--- src/rtl/core/chsis_pkg.sv ---
// Shared types, constants and the remainder step for the hash set unit.
`timescale 1ns / 1ps

package chsis_pkg;

  // Table geometry
  localparam int NUM_BUCKETS  = 11;
  localparam int BUCKET_DEPTH = 8;

  // Field widths
  localparam int KEY_W   = 31;
  localparam int OBKT_W  = 4;
  localparam int BKT_W   = $clog2(NUM_BUCKETS);
  localparam int CNT_W   = $clog2(BUCKET_DEPTH + 1);
  localparam int ROW_W   = BUCKET_DEPTH * KEY_W;

  // Remainder pipeline in the front: STEP_BITS key bits per stage
  localparam int STEP_BITS    = 8;
  localparam int FRONT_STAGES = (KEY_W + STEP_BITS - 1) / STEP_BITS;
  localparam int PAD_W        = FRONT_STAGES * STEP_BITS;

  // Queue between front and back
  localparam int QUEUE_DEPTH = 2;
  localparam int QPTR_W      = $clog2(QUEUE_DEPTH);

  // Action codes
  localparam logic ACT_INSERT = 1'b0;
  localparam logic ACT_SEARCH = 1'b1;

  // Result codes
  typedef enum logic [1:0] {
    ST_INSERTED = 2'd0,
    ST_FULL     = 2'd1,
    ST_FOUND    = 2'd2,
    ST_MISSING  = 2'd3
  } status_e;

  typedef struct packed {
    logic             action;
    logic [KEY_W-1:0] key;
  } in_item_t;

  typedef struct packed {
    logic [1:0]        status;
    logic [OBKT_W-1:0] bucket;
  } out_item_t;

  // Classified item handed from front to back
  typedef struct packed {
    logic             action;
    logic [KEY_W-1:0] key;
    logic [BKT_W-1:0] bkt;
  } queue_item_t;

  // One stage of the remainder pipeline
  typedef struct packed {
    logic             action;
    logic [PAD_W-1:0] key;
    logic [BKT_W-1:0] rem;
  } front_stage_t;

  // Restoring remainder by NUM_BUCKETS over STEP_BITS more key bits
  function automatic logic [BKT_W-1:0] mod_step(input logic [BKT_W-1:0]     rem,
                                                input logic [STEP_BITS-1:0] bits);
    logic [BKT_W:0]   t;
    logic [BKT_W-1:0] r;
    r = rem;
    for (int i = STEP_BITS - 1; i >= 0; i--) begin
      t = {r, bits[i]};
      if (t >= (BKT_W + 1)'(NUM_BUCKETS)) begin
        t = t - (BKT_W + 1)'(NUM_BUCKETS);
      end
      r = t[BKT_W-1:0];
    end
    return r;
  endfunction

endpackage

--- src/rtl/core/chsis_ram.sv ---
// Generic single write port RAM with registered read.
`timescale 1ns / 1ps

module chsis_ram #(
  parameter int WIDTH = 32,
  parameter int DEPTH = 16
) (
  input  logic                                    clk_i,
  input  logic                                    we_i,
  input  logic [((DEPTH > 1) ? $clog2(DEPTH) : 1)-1:0] waddr_i,
  input  logic [WIDTH-1:0]                        wdata_i,
  input  logic                                    re_i,
  input  logic [((DEPTH > 1) ? $clog2(DEPTH) : 1)-1:0] raddr_i,
  output logic [WIDTH-1:0]                        rdata_o
);

  logic [WIDTH-1:0] mem_q [DEPTH];
  logic [WIDTH-1:0] rdata_q;

  // Write port
  always_ff @(posedge clk_i) begin
    if (we_i) begin
      mem_q[waddr_i] <= wdata_i;
    end
  end

  // Registered read port
  always_ff @(posedge clk_i) begin
    if (re_i) begin
      rdata_q <= mem_q[raddr_i];
    end
  end

  assign rdata_o = rdata_q;

endmodule

--- src/rtl/core/chsis_front.sv ---
// Front end: accepts items and works out the bucket index in a short pipeline.
`timescale 1ns / 1ps

module chsis_front (
  input  logic                   clk_i,
  input  logic                   rst_ni,
  input  logic                   in_valid_i,
  output logic                   in_stall_o,
  input  chsis_pkg::in_item_t    in_item_i,
  output logic                   fq_valid_o,
  input  logic                   fq_stall_i,
  output chsis_pkg::queue_item_t fq_item_o
);
  import chsis_pkg::*;

  front_stage_t stg_q   [FRONT_STAGES];
  front_stage_t stg_d   [FRONT_STAGES];
  front_stage_t stg_src [FRONT_STAGES];
  logic [FRONT_STAGES-1:0] vld_q;
  logic                    advance;

  // Whole pipeline moves unless the last stage is blocked by a full queue
  assign advance    = !(vld_q[FRONT_STAGES-1] && fq_stall_i);
  assign in_stall_o = !advance;

  // Stage inputs, then one remainder step per stage, most significant bits first
  always_comb begin
    stg_src[0].action = in_item_i.action;
    stg_src[0].key    = PAD_W'(in_item_i.key);
    stg_src[0].rem    = '0;
    for (int s = 1; s < FRONT_STAGES; s++) begin
      stg_src[s] = stg_q[s-1];
    end
    for (int s = 0; s < FRONT_STAGES; s++) begin
      stg_d[s]     = stg_src[s];
      stg_d[s].rem = mod_step(stg_src[s].rem,
                              stg_src[s].key[PAD_W-1-s*STEP_BITS -: STEP_BITS]);
    end
  end

  always_ff @(posedge clk_i) begin
    if (advance) begin
      for (int s = 0; s < FRONT_STAGES; s++) begin
        stg_q[s] <= stg_d[s];
      end
    end
  end

  // Valid bits
  always_ff @(posedge clk_i or negedge rst_ni) begin
    if (!rst_ni) begin
      vld_q <= '0;
    end else if (advance) begin
      vld_q <= {vld_q[FRONT_STAGES-2:0], in_valid_i};
    end
  end

  // Hand the classified item to the queue
  assign fq_valid_o       = vld_q[FRONT_STAGES-1];
  assign fq_item_o.action = stg_q[FRONT_STAGES-1].action;
  assign fq_item_o.key    = KEY_W'(stg_q[FRONT_STAGES-1].key);
  assign fq_item_o.bkt    = stg_q[FRONT_STAGES-1].rem;

endmodule

--- src/rtl/core/chsis_fifo.sv ---
// Short queue between the front end and the table engine.
`timescale 1ns / 1ps

module chsis_fifo (
  input  logic                   clk_i,
  input  logic                   rst_ni,
  input  logic                   push_valid_i,
  output logic                   push_stall_o,
  input  chsis_pkg::queue_item_t push_item_i,
  output logic                   pop_valid_o,
  input  logic                   pop_stall_i,
  output chsis_pkg::queue_item_t pop_item_o
);
  import chsis_pkg::*;

  queue_item_t       slot_q [QUEUE_DEPTH];
  logic [QPTR_W-1:0] wptr_q, wptr_d;
  logic [QPTR_W-1:0] rptr_q, rptr_d;
  logic [QPTR_W:0]   cnt_q, cnt_d;
  logic              push, pop;

  assign push_stall_o = (cnt_q == (QPTR_W + 1)'(QUEUE_DEPTH));
  assign pop_valid_o  = (cnt_q != '0);
  assign pop_item_o   = slot_q[rptr_q];

  assign push = push_valid_i && !push_stall_o;
  assign pop  = pop_valid_o && !pop_stall_i;

  // Pointer and count update
  always_comb begin
    wptr_d = push ? wptr_q + 1'b1 : wptr_q;
    rptr_d = pop  ? rptr_q + 1'b1 : rptr_q;
    cnt_d  = cnt_q;
    if (push && !pop) begin
      cnt_d = cnt_q + 1'b1;
    end else if (pop && !push) begin
      cnt_d = cnt_q - 1'b1;
    end
  end

  always_ff @(posedge clk_i or negedge rst_ni) begin
    if (!rst_ni) begin
      wptr_q <= '0;
      rptr_q <= '0;
      cnt_q  <= '0;
    end else begin
      wptr_q <= wptr_d;
      rptr_q <= rptr_d;
      cnt_q  <= cnt_d;
    end
  end

  // Item storage
  always_ff @(posedge clk_i) begin
    if (push) begin
      slot_q[wptr_q] <= push_item_i;
    end
  end

endmodule

--- src/rtl/core/chsis_back.sv ---
// Table engine: bucket row read, parallel compare, row and fill count write-back.
`timescale 1ns / 1ps

module chsis_back (
  input  logic                   clk_i,
  input  logic                   rst_ni,
  input  logic                   pop_valid_i,
  output logic                   pop_stall_o,
  input  chsis_pkg::queue_item_t pop_item_i,
  output logic                   out_valid_o,
  input  logic                   out_stall_i,
  output chsis_pkg::out_item_t   out_item_o
);
  import chsis_pkg::*;

  localparam logic BS_IDLE = 1'b0;
  localparam logic BS_EXEC = 1'b1;

  logic              state_q, state_d;
  queue_item_t       cur_q;
  logic [CNT_W-1:0]  fill_q [NUM_BUCKETS];
  logic [CNT_W-1:0]  fill;
  logic [ROW_W-1:0]  row_rd;
  logic [ROW_W-1:0]  row_wr;
  logic              start, exec, full, found, row_we;
  logic              out_valid_q, out_valid_d;
  out_item_t         out_item_q;
  status_e           status;

  // Take the next item only when the output register will be free for it
  assign start       = (state_q == BS_IDLE) && pop_valid_i && (!out_valid_q || !out_stall_i);
  assign exec        = (state_q == BS_EXEC);
  assign pop_stall_o = !start;

  // Bucket rows
  chsis_ram #(
    .WIDTH (ROW_W),
    .DEPTH (NUM_BUCKETS)
  ) u_row_ram (
    .clk_i   (clk_i),
    .we_i    (row_we),
    .waddr_i (cur_q.bkt),
    .wdata_i (row_wr),
    .re_i    (start),
    .raddr_i (pop_item_i.bkt),
    .rdata_o (row_rd)
  );

  // Compare every filled slot and build the row with the new key in place
  always_comb begin
    fill  = fill_q[cur_q.bkt];
    full  = (fill >= CNT_W'(BUCKET_DEPTH));
    found = 1'b0;
    for (int i = 0; i < BUCKET_DEPTH; i++) begin
      if ((CNT_W'(i) < fill) && (row_rd[i*KEY_W +: KEY_W] == cur_q.key)) begin
        found = 1'b1;
      end
      row_wr[i*KEY_W +: KEY_W] = (CNT_W'(i) == fill) ? cur_q.key : row_rd[i*KEY_W +: KEY_W];
    end
    row_we = exec && (cur_q.action == ACT_INSERT) && !full;
    if (cur_q.action == ACT_INSERT) begin
      status = full ? ST_FULL : ST_INSERTED;
    end else begin
      status = found ? ST_FOUND : ST_MISSING;
    end
  end

  // Sequencer
  always_comb begin
    state_d = state_q;
    unique case (state_q)
      BS_IDLE: begin
        if (start) begin
          state_d = BS_EXEC;
        end
      end
      BS_EXEC: begin
        state_d = BS_IDLE;
      end
      default: begin
        state_d = BS_IDLE;
      end
    endcase
  end

  always_comb begin
    out_valid_d = out_valid_q;
    if (exec) begin
      out_valid_d = 1'b1;
    end else if (out_valid_q && !out_stall_i) begin
      out_valid_d = 1'b0;
    end
  end

  always_ff @(posedge clk_i or negedge rst_ni) begin
    if (!rst_ni) begin
      state_q     <= BS_IDLE;
      out_valid_q <= 1'b0;
    end else begin
      state_q     <= state_d;
      out_valid_q <= out_valid_d;
    end
  end

  // Fill counts, cleared at reset
  always_ff @(posedge clk_i or negedge rst_ni) begin
    if (!rst_ni) begin
      for (int b = 0; b < NUM_BUCKETS; b++) begin
        fill_q[b] <= '0;
      end
    end else if (row_we) begin
      fill_q[cur_q.bkt] <= fill + 1'b1;
    end
  end

  // Item in flight and result register
  always_ff @(posedge clk_i) begin
    if (start) begin
      cur_q <= pop_item_i;
    end
    if (exec) begin
      out_item_q.status <= status;
      out_item_q.bucket <= OBKT_W'(cur_q.bkt);
    end
  end

  assign out_valid_o = out_valid_q;
  assign out_item_o  = out_item_q;

endmodule

--- src/rtl/core/chained_hash_set_insert_search_unit.sv ---
// Top level of the chained hash set: front end, queue and table engine.
`timescale 1ns / 1ps

// Hash set with fixed-depth buckets, insert and search.
// Input channel (in_valid_i / in_stall_o / in_item_i): an item carries an
// action (insert or search) and a 31-bit key. The bucket is key mod the
// bucket count, worked out in a four-stage remainder pipeline in the front.
// Output channel (out_valid_o / out_stall_i / out_item_o): exactly one result
// per item, in order: inserted, bucket full, found or not found, plus bucket.
// Each item passes the front stages and the queue, and then the engine.
// The engine takes a new item only once it is through with the last, set by
// the bucket row RAM read-modify-write (read, then compare and write back).
// The front keeps taking items into a two-entry queue while the engine works
// or a result waits in the output register.
// Reset clears the bucket fill counts and all valid state; no clearing pass
// is run and the block takes items from the first cycle after reset.
// When the receiver stalls, the result holds; the engine then stops, the
// queue fills and in_stall_o rises once the front pipeline cannot advance.
module chained_hash_set_insert_search_unit (
  input  logic                 clk_i,
  input  logic                 rst_ni,
  input  logic                 in_valid_i,
  output logic                 in_stall_o,
  input  chsis_pkg::in_item_t  in_item_i,
  output logic                 out_valid_o,
  input  logic                 out_stall_i,
  output chsis_pkg::out_item_t out_item_o
);
  import chsis_pkg::*;

  queue_item_t fq_item, bq_item;
  logic        fq_valid, fq_stall;
  logic        bq_valid, bq_stall;

  chsis_front u_front (
    .clk_i      (clk_i),
    .rst_ni     (rst_ni),
    .in_valid_i (in_valid_i),
    .in_stall_o (in_stall_o),
    .in_item_i  (in_item_i),
    .fq_valid_o (fq_valid),
    .fq_stall_i (fq_stall),
    .fq_item_o  (fq_item)
  );

  chsis_fifo u_fifo (
    .clk_i        (clk_i),
    .rst_ni       (rst_ni),
    .push_valid_i (fq_valid),
    .push_stall_o (fq_stall),
    .push_item_i  (fq_item),
    .pop_valid_o  (bq_valid),
    .pop_stall_i  (bq_stall),
    .pop_item_o   (bq_item)
  );

  chsis_back u_back (
    .clk_i       (clk_i),
    .rst_ni      (rst_ni),
    .pop_valid_i (bq_valid),
    .pop_stall_o (bq_stall),
    .pop_item_i  (bq_item),
    .out_valid_o (out_valid_o),
    .out_stall_i (out_stall_i),
    .out_item_o  (out_item_o)
  );

endmodule

--- config.mk ---
export PLATFORM = sky130hd
export DESIGN_NAME = chained_hash_set_insert_search_unit
export DESIGN_NICKNAME = d
export VERILOG_FILES = /design/src/rtl/core/chsis_pkg.sv /design/src/rtl/core/chsis_ram.sv /design/src/rtl/core/chsis_front.sv /design/src/rtl/core/chsis_fifo.sv /design/src/rtl/core/chsis_back.sv /design/src/rtl/core/chained_hash_set_insert_search_unit.sv
export SDC_FILE = /design/constraint.sdc
export NUM_CORES = 2
export LEC_CHECK = 0
export ABC_CLOCK_PERIOD_IN_PS = 55900
export BUFFER_PORTS_ARGS = -buffer_cell sky130_fd_sc_hd__buf_4
export CAP_MARGIN = 20
export CORE_ASPECT_RATIO = 0.5
export CORE_MARGIN = 1
export CORE_UTILIZATION = 41
export DETAILED_ROUTE_END_ITERATION = 12
export PLACE_DENSITY = 0.65
export SETUP_SLACK_MARGIN = 0.15
export SYNTH_ARGS = -nofsm -noshare
export SYNTH_HDL_FRONTEND = slang
export SYNTH_HIERARCHICAL = 1
export SYNTH_SLANG_ARGS = --single-unit
--- constraint.sdc ---
create_clock -name clk_i -period 55.9 [get_ports clk_i]
set_input_delay 2.795 -clock clk_i [delete_from_list [all_inputs] [get_ports clk_i]]
set_output_delay 2.795 -clock clk_i [all_outputs]
set_load 0.05 [all_outputs]
# Word-level counts from Yosys, hierarchy flattened
# Memories as Yosys holds them, arrays and structs flattened. A register that Yosys moved wholly into a read port is not among the register bits.
# Index checks and enable logic that the tools add are counted.
dict set report totals {
  reg_bits 96
  ramBits 2948
  input_bits 36
  word_cells 210
  mem_count 3
}
dict set report op_classes {
  addsub 33
  n_lt_le_gt_ge 39
  n_eq_ne 16
  mux 64
  bitwise 3
  n_reduce_logical 30
}
# name depth width rd rd_ports_with_merged_regs wr line
set memory_table {}
lappend memory_table {u_back.u_row_ram.mem_q 11 248 1 1 1 chsis_ram.sv:17} ;# logic [WIDTH-1:0] mem_q [DEPTH];
lappend memory_table {u_front.stg_q 4 37 4 0 4 chsis_front.sv:16} ;# front_stage_t stg_q [FRONT_STAGES];
lappend memory_table {u_fifo.slot_q 2 36 1 0 1 chsis_fifo.sv:16} ;# queue_item_t slot_q [QUEUE_DEPTH];
# op n
set op_table {}
lappend op_table {{31-bit == test} 8}
lappend op_table {{31-bit 2-to-1 mux} 8}
lappend op_table {{5-bit by 4-bit >= comparator with 1-bit output (second input constant)} 27}
lappend op_table {{4-bit 2-to-1 mux} 31}
lappend op_table {{4-bit subtractor (second input constant)} 28}
lappend op_table {{44-bit bitwise mux} 1}
lappend op_table {{1-bit logical AND} 19}
lappend op_table {{1-bit 2-to-1 mux} 18}
lappend op_table {{4-bit binary-select mux with 4-bit select} 1}
lappend op_table {{4-bit demux with 4-bit select} 1}
lappend op_table {{3-bit by 4-bit == test with 1-bit output (first input constant)} 4}
lappend op_table {{3-bit by 4-bit less-than comparator with 1-bit output (first input constant)} 4}
lappend op_table {{2-bit by 4-bit == test with 1-bit output (first input constant)} 2}
lappend op_table {{4-bit >= comparator (second input constant)} 2}
lappend op_table {{1-bit by 4-bit less-than comparator with 1-bit output (first input constant)} 2}
lappend op_table {{2-bit by 4-bit less-than comparator with 1-bit output (first input constant)} 2}
lappend op_table {{1-bit zero test} 6}
lappend op_table {{2-bit 2-to-1 mux} 3}
lappend op_table {{2-bit nonzero test} 3}
lappend op_table {{5-bit >= comparator (second input constant)} 1}
lappend op_table {{5-bit by 1-bit less-than comparator with 1-bit output (second input constant)} 1}
lappend op_table {{4-bit inverter with 5-bit output} 1}
lappend op_table {{4-bit by 1-bit adder with 4-bit output (second input constant)} 1}
lappend op_table {{1-bit by 4-bit == test with 1-bit output (first input constant)} 1}
lappend op_table {{other kinds (8)} 10}

# Logic depth before layout (Yosys ltp)
# An unclocked memory read counts as a cell.
dict set report logic_depth {
  depth_word 17
  mapped_depth 41
}

# By module
# Netlist, hierarchy kept.
# mod n_inst cells_per_inst area_per_inst_um2 seq_area_each_um2
set modules_own_cells {}
lappend modules_own_cells {chsis_ram 1 5836 113462.6 89365.7}
lappend modules_own_cells {chsis_back 1 898 9496.6 2412.3}
lappend modules_own_cells {chsis_front 1 741 8797.2 4424.2}
lappend modules_own_cells {chsis_fifo 1 131 2950.3 2262.2}

# Worst setup path before layout
# No wires, ideal clock.
dict set report synth_timing {
  path_type {flip-flop to flip-flop}
  startpoint {register u_back/cur_q[1] (netlist bit)}
  endpoint {memory u_back/u_row_ram/mem_q[0][0] (netlist bit) (enable)}
  setup_time_ns 1.160
  arrival_time_ns 18.792
  t_required_ns 54.740
  setup_slack_ns 35.948
  stages_incl_launch_ff 8
  synth_period_minus_slack_ns 19.952
  cell_sequence {edfxtp_1 > buf_6 > mux2_4 > a32oi_1 > o21ai_2 > nor3b_2 > or3b_2 > nor3_1}
}
dict set report synth_between {
  elab_chain_len 9
}
# item line
set synth_lines {}
lappend synth_lines {{start, declared} chsis_back.sv:20} ;# queue_item_t cur_q;
lappend synth_lines {{start signal, assigned} chsis_back.sv:119} ;# cur_q <= pop_item_i;
lappend synth_lines {{4-bit inverter with 5-bit output (not written as such)} chsis_back.sv:51} ;# fill = fill_q[cur_q.bkt];
lappend synth_lines {{4-bit binary-select mux with 4-bit select} chsis_back.sv:51}
lappend synth_lines {{4-bit 2-to-1 mux (not written as such) (2 in a row)} chsis_back.sv:51}
lappend synth_lines {{4-bit >= comparator} chsis_back.sv:52} ;# full = (fill >= CNT_W'(BUCKET_DEPTH));
lappend synth_lines {{1-bit zero test} chsis_back.sv:60} ;# row_we = exec && (cur_q.action == ACT_INSERT) && !full;
lappend synth_lines {{1-bit logical AND} chsis_back.sv:60}
lappend synth_lines {{named net u_back.row_we} chsis_back.sv:25} ;# logic start, exec, full, found, row_we;
lappend synth_lines {{1-bit 2-to-1 mux} chsis_ram.sv:22} ;# if (we_i) begin
lappend synth_lines {{1-bit 2-to-1 mux (not written as such)} chsis_ram.sv:23} ;# mem_q[waddr_i] <= wdata_i;
lappend synth_lines {{end, declared} chsis_ram.sv:17}
# The timed path passes the listed nets, and every way through them passes these cells. The select of a mux whose other input is x is not followed.

==> results.sh <==
export IMPL_cp_slowest_cell="a211oi_1"
export IMPL_synth_edf_count=3234
export IMPL_yosysTopAreaCell="edfxtp_1"
export IMPL_grt_pass1_vias=70300
export IMPL_finalMaxSlewViolations=0
export IMPL_die_y_um=407
export IMPL_grt_overflow_total=0
export IMPL_ant_nets=0
export IMPL_clockBufferDepth=4
export IMPL_period_minus_slack_ns=9.25
export IMPL_cts_setup_buffers=0
export IMPL_status="finished clean"
export IMPL_cp_common_cell="ha_1"
export IMPL_clkSinkCount=3288
export IMPL_syn_nets=7674
export IMPL_finalInstanceArea_um2=149000
export IMPL_cp_arrival_ns=9.85
export IMPL_wl_per_cell_um=26.8
export IMPL_grt_max_degree=148
export IMPL_max_slew_worst_pin_slew_ns=1.14
export IMPL_core_area_um2=326000
export IMPL_synth_top_cell_area_share_pct=72.1
export IMPL_start_kind="flop"
export IMPL_hold_slack_ns=0.386
export IMPL_avgSynthCellArea_um2=17.7
export IMPL_path_max_fanout=8
export IMPL_final_common_cell="edfxtp_1"
export IMPL_synthArstFlopShare_pct=1.64
export IMPL_yosys_cell_types_count=118
export IMPL_grt_pass1_wl_um=479000
export IMPL_syn_inst=7606
export IMPL_syn_cell_area_um2=135000
export IMPL_path_class="reg -> reg"
export IMPL_dpl_hpwl_um=168000
export IMPL_ioPinCount=44
export IMPL_fillers=27400
export IMPL_maxCapViolations=0
export IMPL_h_tree_depth=5
export IMPL_initial_core_util_pct=41.3
export IMPL_grt_usage_pct=19.3
export IMPL_cp_end_kind="flop"
export IMPL_gp_congestion=0.775
export IMPL_die_width_um=813
export IMPL_clk_insertion_delay_late_ns=0.88
export IMPL_synth_warnings=6
export IMPL_hold_viol=0
export IMPL_rsz0062_at_grt="no"
export IMPL_slew_headroom_pct=24.0
export IMPL_final_cell_mix="edfxtp_1 (3234), mux2_2 (1304), o22ai_1 (502)"
export IMPL_drc=0
export IMPL_drive_gt1_share_pct=26.5
export IMPL_timing_setup_tns_ns=0
export IMPL_hold_buffers=0
export IMPL_nNetsFinal=7728
export IMPL_die_area_um2=331000
export IMPL_synthFlopType="edfxtp_1"
export IMPL_cts_root_buf="clkbuf_16"
export IMPL_synth_area_leaders="edfxtp_1 (72%), mux2_2 (11%), o22ai_1 (2.3%)"
export IMPL_first_pass_iters=5
export IMPL_post_dp_cell_area_um2=140000
export IMPL_wirelength_um=329000
export IMPL_finalCritPeriodShare_pct=16.5
export IMPL_setup_viol=0
export IMPL_drt_initial_drc_count=7111
export IMPL_cp_required_ns=56.50
export IMPL_slowest_delay_ns=0.53
export IMPL_fmax_mhz=108
export IMPL_fin_skew_ns=0.0477
export IMPL_final_util_pct=45.8
export IMPL_yosysSeqAreaShare_pct=73.1
export IMPL_cts_resized=0
export IMPL_clkTransAtPathRegs_ns=0.07
export IMPL_tritoncts="built"
export IMPL_portBuffers=43
export IMPL_hold_path_class="reg -> reg"
export IMPL_fp_row_count=148
export IMPL_vias=70500
export IMPL_ys_seq_elements=3288
export IMPL_area_growth_pct=10.9
export IMPL_antenna_found_initial=9
export IMPL_via_per_inst=5.76
export IMPL_cts_buffers_inserted=310
==> path summary, 6_finish.rpt <==
| kind | start | to | slack, ns | cells past startpoint |
|---|---|---|---|---|
| setup / recovery | u_front/stg_q[0][27]$_DFFE_PN_ | u_front/stg_q[1][1]$_DFFE_PN_ | 46.65 | 40 |
| hold / removal | u_front/stg_q[2][15]$_DFFE_PN_ | u_front/stg_q[3][15]$_DFFE_PN_ | 0.39 | 0 |
| setup reg to reg | u_front/stg_q[0][27]$_DFFE_PN_ | u_front/stg_q[1][1]$_DFFE_PN_ | 46.65 | 40 |
| hold reg to reg | u_front/stg_q[2][15]$_DFFE_PN_ | u_front/stg_q[3][15]$_DFFE_PN_ | 0.39 | 0 |
| max in group asynchronous | rst_ni | u_back/fill_q[8]$_DFFE_PN0P_ | 53.42 | 1 |
| min in group asynchronous | rst_ni | u_front/vld_q[1]$_DFFE_PN0N_ | 1.98 | 1 |
==> worst max-delay path: cells and delay by family, from the launching register on <==
kind                       cells  cell delay, ns
AOI/OAI and AO/OA             22            4.99
DFF                            1            0.51
muxes                          1            0.30
and+or+nand+nor                5            0.83
buffers and inverters          3            0.26
xor gates and xnor gates       1            0.18
adders and majority gates      8            1.95
==> cell usage after synthesis (46+ instances only) <==
cell and number:
buf_2 112, xor2_1 93, mux2_2 1304, dfrtp_1 54, nand2b_1 212, xnor2_1 174
mux2i_1 259, o211ai_1 258, o31a_1 52, nor2_1 62, edfxtp_1 3234, nand2_1 112
o22ai_1 502, o31ai_1 206, clkbuf_1 230, buf_4 66, nand4_1 46
==> flip-flops by register name (all words and copies together) (netlist names), 2 cells and up <==
register                  cells
u_back/cur_q                 36
u_fifo/cnt_q                  2
u_back/out_item_o             6
u_front/vld_q                 4
u_back/fill_q                44
u_fifo/slot_q                72
u_back/u_row_ram/mem_q     2728
u_back/u_row_ram/rdata_o    248
u_front/stg_q               144
==> through the flow <==
step,instances,setup WS (ns)
final,12200,46.65
after global routing,12200,45.95
after detailed placement,11700,46.73
after global placement,11700,47.02
after floorplan,7606,35.95
after CTS,12200,46.72
==> logic make-up after synthesis <==
kind of cell,Yosys count,share of synthesized area [%]
muxes,1609,13.3
adders and majority gates,32,0.297
AOI/OAI and AO/OA,1305,7.01
buffers and inverters,506,2.01
and+or+nand+nor,599,2.50
xor gates and xnor gates,267,1.74
DFF,3288,73.1
==> layout make-up <==
| cell class | instances | area, um^2 | area share, % |
|---|---|---|---|
| tap | 4350 | 5440 | 3.64 |
| inverter | 32 | 128 | 0.0854 |
| clock buffer | 378 | 8200 | 5.49 |
| multi-input combinational | 3812 | 33700 | 22.6 |
| sequential | 3288 | 98500 | 65.9 |
| clock inverter | 160 | 1640 | 1.10 |
| antenna | 5 | 12.5 | 0.00837 |
| timing repair buffer | 216 | 1760 | 1.18 |
==> metal layers <==
| layer | vias up | share of wire (%) | global-route usage (%) |
|---|---|---|---|
| met2 | 2446 | 47 | 31.4 |
| met4 | 0 | 2.2 | 4.48 |
| met5 | - | 0 | 0 |
| met1 | 37000 | 44 | 27.8 |
| met3 | 437 | 6.7 | 2.48 |
| li1 | 30600 | - | - |
Power is not shown: default switching activity piles up to over one toggle a cycle in this logic, so the estimate is an artifact.
